$ cat src/hw/rtl/fba_pkg.sv
`default_nettype none
// ----------------------------------------------------------------------------
// fba_pkg
// Shared constants, codes and controller/datapath interface types of the
// frame bitmap allocator.
// ----------------------------------------------------------------------------
package fba_pkg;

  localparam int DEF_NUM_FRAMES = 4096;
  localparam int MAX_RUN        = 16;
  localparam int RESULT_CAP     = 16;
  localparam int WORD_BITS      = 8 * 4;
  localparam int FRAME_SHIFT    = 12;
  localparam int RUN_W          = 5;
  localparam logic [31:0] PAGE_STEP = 32'h0000_1000;

  typedef enum logic [1:0] {
    CMD_ALLOC_ONE = 2'd0,
    CMD_ALLOC_RUN = 2'd1,
    CMD_FREE      = 2'd2,
    CMD_RESERVE   = 2'd3
  } fba_op_t;

  typedef enum logic [1:0] {
    ST_DONE         = 2'd0,
    ST_NO_FREE      = 2'd1,
    ST_SKIPPED      = 2'd2,
    ST_OUT_OF_RANGE = 2'd3
  } fba_status_t;

  // Kind of result the controller asks the datapath to build.
  typedef enum logic [2:0] {
    RES_ALLOC,
    RES_NO_FREE,
    RES_SKIP,
    RES_OUT_OF_RANGE,
    RES_MARKED
  } fba_res_t;

  typedef struct packed {
    logic     capture;
    logic     clr_wr;
    logic     rd_hint;
    logic     rd_next;
    logic     scan_hit;
    logic     scan_miss;
    logic     rd_tgt;
    logic     wr_tgt;
    logic     load_out;
    logic     advance_run;
    fba_res_t kind;
  } fba_ctl_t;

  typedef struct packed {
    fba_op_t op;
    logic    clear_last;
    logic    faddr_zero;
    logic    frame_oor;
    logic    run_zero;
    logic    full;
    logic    word_free;
    logic    ptr_last;
    logic    more_run;
    logic    out_free;
  } fba_stat_t;

endpackage
`default_nettype wire

$ cat src/hw/rtl/fba_ctrl.sv
`default_nettype none
// ----------------------------------------------------------------------------
// fba_ctrl
// Command sequencer: clearing pass, decode, bitmap scan, read-modify-write
// of a target word and result hand-off.
// ----------------------------------------------------------------------------
module fba_ctrl (
  input  wire logic              clk,
  input  wire logic              rst,
  input  wire logic              in_valid,
  output logic                   in_stall,
  input  wire fba_pkg::fba_stat_t stat,
  output fba_pkg::fba_ctl_t       ctl
);
  import fba_pkg::*;

  typedef enum logic [2:0] {
    S_CLEAR,
    S_IDLE,
    S_DECODE,
    S_SEARCH,
    S_SCAN,
    S_READ_TGT,
    S_MODIFY,
    S_EMIT
  } state_t;

  state_t   state, state_next;
  fba_res_t kind, kind_next;

  always_ff @(posedge clk) begin
    if (rst) begin
      state <= S_CLEAR;
      kind  <= RES_SKIP;
    end else begin
      state <= state_next;
      kind  <= kind_next;
    end
  end

  always_comb begin
    state_next      = state;
    kind_next       = kind;
    ctl             = '0;
    ctl.kind        = kind;
    case (state)
      S_CLEAR: begin
        ctl.clr_wr = 1'b1;
        if (stat.clear_last) state_next = S_IDLE;
      end
      S_IDLE: begin
        if (in_valid) begin
          ctl.capture = 1'b1;
          state_next  = S_DECODE;
        end
      end
      S_DECODE: begin
        case (stat.op)
          CMD_ALLOC_ONE: begin
            if (!stat.faddr_zero) begin
              kind_next  = RES_SKIP;
              state_next = S_EMIT;
            end else begin
              state_next = S_SEARCH;
            end
          end
          CMD_ALLOC_RUN: begin
            if (stat.run_zero) begin
              kind_next  = RES_SKIP;
              state_next = S_EMIT;
            end else begin
              state_next = S_SEARCH;
            end
          end
          default: begin
            if (stat.op == CMD_FREE && stat.faddr_zero) begin
              kind_next  = RES_SKIP;
              state_next = S_EMIT;
            end else if (stat.frame_oor) begin
              kind_next  = RES_OUT_OF_RANGE;
              state_next = S_EMIT;
            end else begin
              state_next = S_READ_TGT;
            end
          end
        endcase
      end
      S_SEARCH: begin
        if (stat.full) begin
          kind_next  = RES_NO_FREE;
          state_next = S_EMIT;
        end else begin
          ctl.rd_hint = 1'b1;
          state_next  = S_SCAN;
        end
      end
      S_SCAN: begin
        if (stat.word_free) begin
          ctl.scan_hit = 1'b1;
          kind_next    = RES_ALLOC;
          state_next   = S_EMIT;
        end else if (stat.ptr_last) begin
          ctl.scan_miss = 1'b1;
          kind_next     = RES_NO_FREE;
          state_next    = S_EMIT;
        end else begin
          ctl.rd_next = 1'b1;
        end
      end
      S_READ_TGT: begin
        ctl.rd_tgt = 1'b1;
        state_next = S_MODIFY;
      end
      S_MODIFY: begin
        ctl.wr_tgt = 1'b1;
        kind_next  = RES_MARKED;
        state_next = S_EMIT;
      end
      S_EMIT: begin
        if (stat.out_free) begin
          ctl.load_out = 1'b1;
          if (kind == RES_ALLOC && stat.more_run) begin
            ctl.advance_run = 1'b1;
            state_next      = S_SEARCH;
          end else begin
            state_next = S_IDLE;
          end
        end
      end
      default: state_next = S_IDLE;
    endcase
  end

  assign in_stall = (state != S_IDLE);

endmodule
`default_nettype wire

$ cat config.mk
export PLATFORM = sky130hd
export DESIGN_NAME = fba_ctrl
export DESIGN_NICKNAME = d
export VERILOG_FILES = /design/src/hw/rtl/fba_pkg.sv /design/src/hw/rtl/fba_ctrl.sv
export SDC_FILE = /design/constraint.sdc
export NUM_CORES = 1
export LEC_CHECK = 0
export BUFFER_PORTS_ARGS = -buffer_cell sky130_fd_sc_hd__buf_2
export CAP_MARGIN = 20
export CORE_MARGIN = 4
export CORE_UTILIZATION = 40
export CTS_CLUSTER_DIAMETER = 100
export DETAILED_ROUTE_END_ITERATION = 8
export GPL_TIMING_DRIVEN = 0
export PLACE_DENSITY = 0.73
export SLEW_MARGIN = 20
export SYNTH_ARGS = -nofsm -noshare
export SYNTH_HDL_FRONTEND = slang
export SYNTH_SLANG_ARGS = --single-unit
$ cat constraint.sdc
create_clock -name clk -period 1.5 [get_ports clk]
set_input_delay 0.075 -clock clk [delete_from_list [all_inputs] [get_ports clk]]
set_output_delay 0.075 -clock clk [all_outputs]
set_load 0.1 [all_outputs]
==> results.txt, run 1 <==
- Routed via count: 632
- Dividing the detail-routed via count by the number of cells gives 5.45.
- For this block, the routed nets add up to 1670 um of wire.
* Power, Total: 0.531 mW
- Slew at the pin closest to its max-slew limit: 0.486 ns
- Fraction of layout cells with a size suffix above 1: 53.9%
* Worst slew margin: 67.8%
- Sequential cell area in the final layout: approximately 130 um^2
- Period utilization: 104%
- The flow ran to the end, but the final reports show violations.
- Number of cells produced by synthesis: 70
* Number of buffers added by the clock tree synthesis step: 3
- The critical path goes through or4b_4 -> nor2_4 -> buf_12.
* First DRT Iteration DRCs: 3
* Cell type contributing the most total cell area after synthesis: sky130_fd_sc_hd__dfxtp_1
- The number of max-slew violations in the final report was 0.
- Subtracting the final worst setup slack from the clock period gives roughly 1.6 ns.
* Number of global-route vias before repair: 596
* Peak supply drop: roughly 0.36 mV
- Worst-Skew Late Latency: 0.24 ns
* Fraction of post-synthesis cell area in the top cell type by area: between 20% and 30%
- Post-placement setup slack: -0.0299 ns
- Proportion of synthesized chip area in sequential cells: 23.1%
* Syn-to-layout area delta: 72.5%
* Power Density: 593 nW/um^2
- The tightest min-delay check is of the in -> reg type.
- Setup violations remaining at the end of the flow were counted as 3.
* Placed cell count: 111
- In the final design database the tool counted 118 nets.
- Biggest area contributors in the synthesized netlist: sky130_fd_sc_hd__dfxtp_1, sky130_fd_sc_hd__nor2_1, sky130_fd_sc_hd__nor3_1, sky130_fd_sc_hd__nor4bb_1, sky130_fd_sc_hd__o311a_1
* Antenna diode instance count: 0
- Clk slew on worst S/H paths: 0.05 ns
- Critical path start-end classification: reg -> out
- Count of TritonRoute iterations in the first routing pass: 4
- Final Core Density: 76.5%
- In this run the worst path has a maximum fanout of 7.
* CTS Root Buffer Type: sky130_fd_sc_hd__clkbuf_4
- Port buffering added 27 buffers.
- Unrepaired setup endpoints after global routing: yes
- Wire length of the first global-routing pass: 2640 um
* Clock H-tree levels: 1
- Synthesis produced a netlist with a net count of 84.
- Clock tree from TritonCTS: built
* Highest clock rate: 642 MHz
- The die covers 1940 um^2.
* Bufs on Longest Clock Path: 2
* Core outline area: 1170 um^2
- Remaining global-route overflow: 0
- Number of rows in the core area: 12
* Max stage delay cell, worst path: sky130_fd_sc_hd__or4b_4
- Across the run, the number of max-cap violations was 0.
- STA puts the critical path data arrival time at 1.48 ns.
- Dividing the detail-routed wire length by the instance count gives 14.4 um.
- Distinct cells, synth: 34
* Critical path launch point type: flop
- Area occupied by multi-input gates: roughly 450 um^2
* HPWL after detailed placement: ~1200 um
* TritonCTS Sinks: 6
- Final weighted congestion in routability-driven placement: 0.789
* Maximum clock skew at final layout: 0.00129 ns
- GR Util All Layers: 18.1%
- Violated checks: setup timing
* Critical Path Max Stage Delay: 0.57 ns
- Initial standard-cell utilization of the core: 44.3%
* Final hold vios: 0
- Type of element capturing the critical path: output port
- Antenna Nets Post-Route: 0
* Initial antenna violation count: 0
* DRC: 0
- Die span in y: 44.0 um
- Fill cells in the final layout number 94.
- Die Span X: 44.0 um
- Leakage power total: 0.373 nW
- I/O pin cnt: 28
- Excluding fillers, the count of instances in the completed layout stands at 116.
- Netlist area before placement: 519 um^2
- Maximum number of pins on one net before global-route repair: 11
- Yosys warning count: 0
- Avg Cell Area, Syn: roughly 7.4 um^2
- Required time of the critical path: roughly 1.4 ns
* Final critical-path setup slack: -0.0578 ns
- Flip-flop and latch count after synthesis: 6
[worst paths after layout]
kind / cells after the start / start / slack (ns) / end
max: 3 / state[0] / -0.06 / ctl[7]
min: 2 / rst / 0.05 / state[0]
max reg2reg: 5 / state[2] / 0.03 / kind[0]
min reg2reg: 2 / kind[1] / 0.54 / kind[1]
[per-layer routing]
layer | track usage [%] | routed length, um | vias up
li1 | - | - | 328
met1 | 21.5 | 714 | 283
met2 | 31.7 | 838 | 19
met3 | 3.25 | 96 | 2
met4 | 7.23 | 17 | 0
met5 | 0 | 0 | -
[cells in the mapped netlist]
master                      n
sky130_fd_sc_hd__nand3b_1   1
sky130_fd_sc_hd__xnor2_1    1
sky130_fd_sc_hd__o31ai_1    1
sky130_fd_sc_hd__mux2i_1    1
sky130_fd_sc_hd__o211ai_1   1
sky130_fd_sc_hd__a21oi_2    1
sky130_fd_sc_hd__buf_2      2
sky130_fd_sc_hd__a221oi_1   2
sky130_fd_sc_hd__a211oi_1   2
sky130_fd_sc_hd__nand2_1    4
sky130_fd_sc_hd__nor2b_1    3
sky130_fd_sc_hd__a31oi_1    2
sky130_fd_sc_hd__nor2_1    10
sky130_fd_sc_hd__nor4bb_1   2
sky130_fd_sc_hd__and2b_1    1
sky130_fd_sc_hd__a22o_1     1
sky130_fd_sc_hd__o21ai_0    2
sky130_fd_sc_hd__dfxtp_1    6
sky130_fd_sc_hd__o221ai_1   1
sky130_fd_sc_hd__inv_1      5
sky130_fd_sc_hd__o21ai_2    1
sky130_fd_sc_hd__nand3_1    1
sky130_fd_sc_hd__or3_1      1
sky130_fd_sc_hd__o311a_1    2
sky130_fd_sc_hd__or2_1      1
sky130_fd_sc_hd__buf_4      2
sky130_fd_sc_hd__a21oi_1    2
sky130_fd_sc_hd__or4b_4     1
sky130_fd_sc_hd__nor3_1     4
sky130_fd_sc_hd__nor3b_1    1
sky130_fd_sc_hd__o221a_1    1
sky130_fd_sc_hd__and3_1     1
sky130_fd_sc_hd__and2_1     2
sky130_fd_sc_hd__or2_2      1
[cells by family after synthesis]
group	after synthesis	share of synthesized area [%]
AOI/OAI and AO/OA	19	28.2
muxes	1	1.93
xor gates and xnor gates	1	1.69
DFF	6	23.1
buffers and inverters	9	8.43
and+or+nand+nor	34	36.6
[registers in the layout, indices dropped and copies added (netlist names)]
| name | count |
|---|---|
| state | 3 |
| kind | 3 |
[critical path: cells and delay by family (launching register included)]
family	cells	cell delay, ns
buffers and inverters	1	0.18
DFF	1	0.35
and+or+nand+nor	2	0.70
[per-stage QoR]
step                hold slack, ns  TNS [ns]  area [um^2]
global placement             0.302   -0.0706          773
floorplan                    0.140     -1.25          621
detailed placement           0.301   -0.0718          773
CTS                         0.0412    -0.170          898
global route                0.0489    -0.315          896
finish                      0.0524    -0.136          896
[cell usage in the layout, fill, tap and decap left out, types with 3 or more instances in the layout]
cell / instances
sky130_fd_sc_hd__nand2_1: 3
sky130_fd_sc_hd__buf_4: 9
sky130_fd_sc_hd__inv_1: 5
sky130_fd_sc_hd__clkbuf_4: 4
sky130_fd_sc_hd__dfxtp_1: 3
sky130_fd_sc_hd__nor3_4: 3
sky130_fd_sc_hd__buf_2: 17
sky130_fd_sc_hd__nor2_4: 3
sky130_fd_sc_hd__buf_12: 3
sky130_fd_sc_hd__nor2_1: 6
[timing repair]
item                       in CTS  in global routing
pin swaps                       2                  1
setup endpoints to repair       9                  7
buffers inserted                3                  0
hold buffers                    0                  0
resized for setup              23                  3
[power by group]
group	internal [mW]	switching [mW]	total (mW)
sequential	0.164	0.00832	0.173
combinational	0.0648	0.144	0.208
clock	0.0906	0.0592	0.150
[final cells by class]
| type | instances | area share, % |
|---|---|---|
| inverter | 5 | 2.09 |
| clock buffer | 3 | 2.51 |
| timing repair buffer | 30 | 25.8 |
| tap | 14 | 1.96 |
| multi-input combinational | 55 | 50.6 |
| buffer | 3 | 2.93 |
| sequential | 6 | 14.1 |
Power figures use the tool's default switching activity.
==> run 2: changes to the inputs <==
- CORE_AREA: unset -> 4 4 41 43
- CORE_MARGIN: 4 -> unset
- CORE_UTILIZATION: 40 -> unset
- DIE_AREA: unset -> 0 0 45 47
- PLACE_DENSITY: 0.73 -> 0.71
==> run 2 against run 1 <==
Effect of this change:
- the run still ends with setup timing left
- combinational power shrank 2%
- register-to-register slack is essentially flat
- global-route usage shrank 2.1 points
- critical path type unchanged
- fmax is essentially flat
- highest routed layer is now met3
- critical path depth is the same
==> results.txt, run 2 (synthesized netlist as in run 1, its figures left out) <==
- On the final layout, the worst hold slack is 0.0485 ns.
- Initial antenna violation count: 0
- For the worst setup path, the data required time is about 1.4 ns.
* End of the worst register-to-register path: kind[0]
- TritonCTS Sinks: 6
- Number of setup violations in the final report: 2
- In the layout the commonest cells are sky130_fd_sc_hd__buf_2, sky130_fd_sc_hd__buf_4, sky130_fd_sc_hd__nor2_1, sky130_fd_sc_hd__inv_1.
- I/O pin cnt: 28
- For the pin with the worst max-slew slack, the measured transition is around 0.48 ns.
* Reg2reg path depth: 5
- Antenna Nets Post-Route: 0
- Setup repair after global routing could not meet its margin everywhere.
- Critical path launch point type: flop
* First DRT Iteration DRCs: 14
* Core outline area: about 1300 um^2
* Hold WC Path Type: in -> reg
- GR Util All Layers: 16.0%
- Clk slew on worst S/H paths: 0.05 ns
* Power Density: 576 nW/um^2
- Bufs on Longest Clock Path: 2
* Final routed wire length divided by cell count: around 13 um
- Non-Filler Cell Area, Final: 908 um^2
* Placed Instance Area: 774 um^2
- Maximum number of pins on one net before global-route repair: 11
- The library cell used most frequently in the layout, excluding fill and tap cells, is sky130_fd_sc_hd__buf_2.
- The routed layout has 639 vias.
- After detailed routing, the number of remaining DRC violations is 0.
* Remaining global-route overflow: 0
- Type of element capturing the critical path: output port
* Syn-to-layout area delta: 74.9%
* Count of TritonRoute iterations in the first routing pass: 4
* Via-per-instance ratio: 5.42
- The checks that failed: setup timing.
* Period utilization: 104%
- Antenna diode instance count: 0
- R2r startpoint: state[0]
- Status: finished with violations
- Wire length of the first global-routing pass: 2500 um
- Number of buffers added by the clock tree synthesis step: 3
- The critical path is of the reg -> out type.
* Total detailed-routing wirelength: 1520 um
- Final critical-path setup slack: -0.0571 ns
- Terminating pin of the worst hold path: state[0]
- At the worst endpoint, the arrival time is around 1.5 ns.
- The die covers roughly 2100 um^2.
* Highest clock rate: 642 MHz
* Peak supply drop: 0.215 mV
- In this run the number of H-tree levels came out at 1.
- The number of max-slew violations in the final report is 0.
- Instance count along the most critical hold path: 2
- Slack of the worst reg-to-reg path: roughly 0.040 ns
- Post-placement setup slack: -0.0324 ns
- Input and output buffers added on the ports amount to 27.
- The worst pin sits at a relative slew slack of 67.9%.
* Die span in y: 47 um
- Routability-driven placement finished with a final weighted congestion of 0.822.
- Fraction of layout cells with a size suffix above 1: a little under three fifths
- Maximum clock skew at final layout: 0.00403 ns
- The startpoint identified for the worst hold timing path is rst.
- Final hold vios: 0
- Final min period: approximately 1.6 ns
* Number of global-route vias before repair: 594
- TritonCTS built the clock tree.
- Total number of nets in the final design: 119
- In this run the clock root is driven by a sky130_fd_sc_hd__clkbuf_4.
- Once detailed placement completed, the half-perimeter wirelength came to 1200 um.
- In this run the horizontal extent of the chip is 45 um.
* Sequential cell area in the final layout: approximately 130 um^2
- Area occupied by multi-input gates: ~460 um^2
- In this run the core area contains 13 standard-cell rows.
* Largest fanout on the critical path: 7
- Leakage power total: 0.380 nW
* Max-cap violations: 0
- The largest registers in the layout are kind (3), state (3).
* Filler Cell Count: 105
* Initial standard-cell utilization of the core: between 30% and 40%
- Worst-Skew Late Latency: around 0.24 ns
run 2: changes by cell type in the layout (fill, tap and decap cells not counted), sizes merged:
| cell | previous run | this run |
|---|---|---|
| clkbuf | 4 | 3 |
| buf | 32 | 34 |
run 2: critical path, stage by stage, from the launching register on:
cell and delay, ns:
sky130_fd_sc_hd__dfxtp_4 0.37, sky130_fd_sc_hd__or4b_4 0.56, sky130_fd_sc_hd__nor2_4 0.13, sky130_fd_sc_hd__buf_12 0.18
run 2: final cells by class:
cell class              count  share of cell area [%]
repair buffers             31                    25.9
clock buffers               3                    2.48
flip-flops and latches      6                    14.5
inverters                   5                    2.07
multi-input cells          55                    50.1
well taps                  15                    2.07
plain buffers               3                    2.89
run 2: power breakdown:
group / switching [mW] / total, mW / internal (mW)
logic: 0.140 / 0.204 / 0.0643
clock network: 0.0566 / 0.147 / 0.0904
registers: 0.00896 / 0.171 / 0.162
total: 0.206 / 0.523 / 0.317
run 2: metal layers:
metal	global-route usage [%]	part of all wire [%]	vias to the layer above	wire, um
met4	6.43	0	0	0
met2	26.8	51	18	777
met5	0	0	-	0
met3	3.45	4.9	0	74
met1	19.9	44	290	665
li1	-	-	331	-
run 2: how the worst max path moves through the flow:
stage               startpoint      to  slack (ns)  cells past startpoint
global route          state[0]  ctl[7]       -0.10                      3
CTS                   state[1]  ctl[7]       -0.09                      3
floorplan             state[2]  ctl[7]       -0.30                      3
global placement      state[2]  ctl[9]       -0.03                      4
detailed placement    state[2]  ctl[9]       -0.03                      4
finish                state[0]  ctl[9]       -0.06                      3
run 2: timing repair:
| action | CTS | global route |
|---|---|---|
| setup buffers | 4 | 0 |
| setup endpoints to repair | 9 | 8 |
| resized for setup | 24 | 6 |
| pin swaps | 2 | 3 |
| hold buffers | 0 | 0 |
| gates cloned | 0 | 0 |
run 2: through the flow:
stage / cells / utilization, % / setup TNS [ns] / power (mW)
after floorplan: 70 / - / -1.25 / 0.324
after global placement: 112 / 59.5 / -0.0715 / 0.369
after detailed placement: 112 / 59.5 / -0.0949 / 0.370
after CTS: 119 / 69.7 / -0.163 / 0.534
after global routing: 118 / 69.8 / -0.204 / 0.551
final: 118 / 69.8 / -0.113 / 0.523
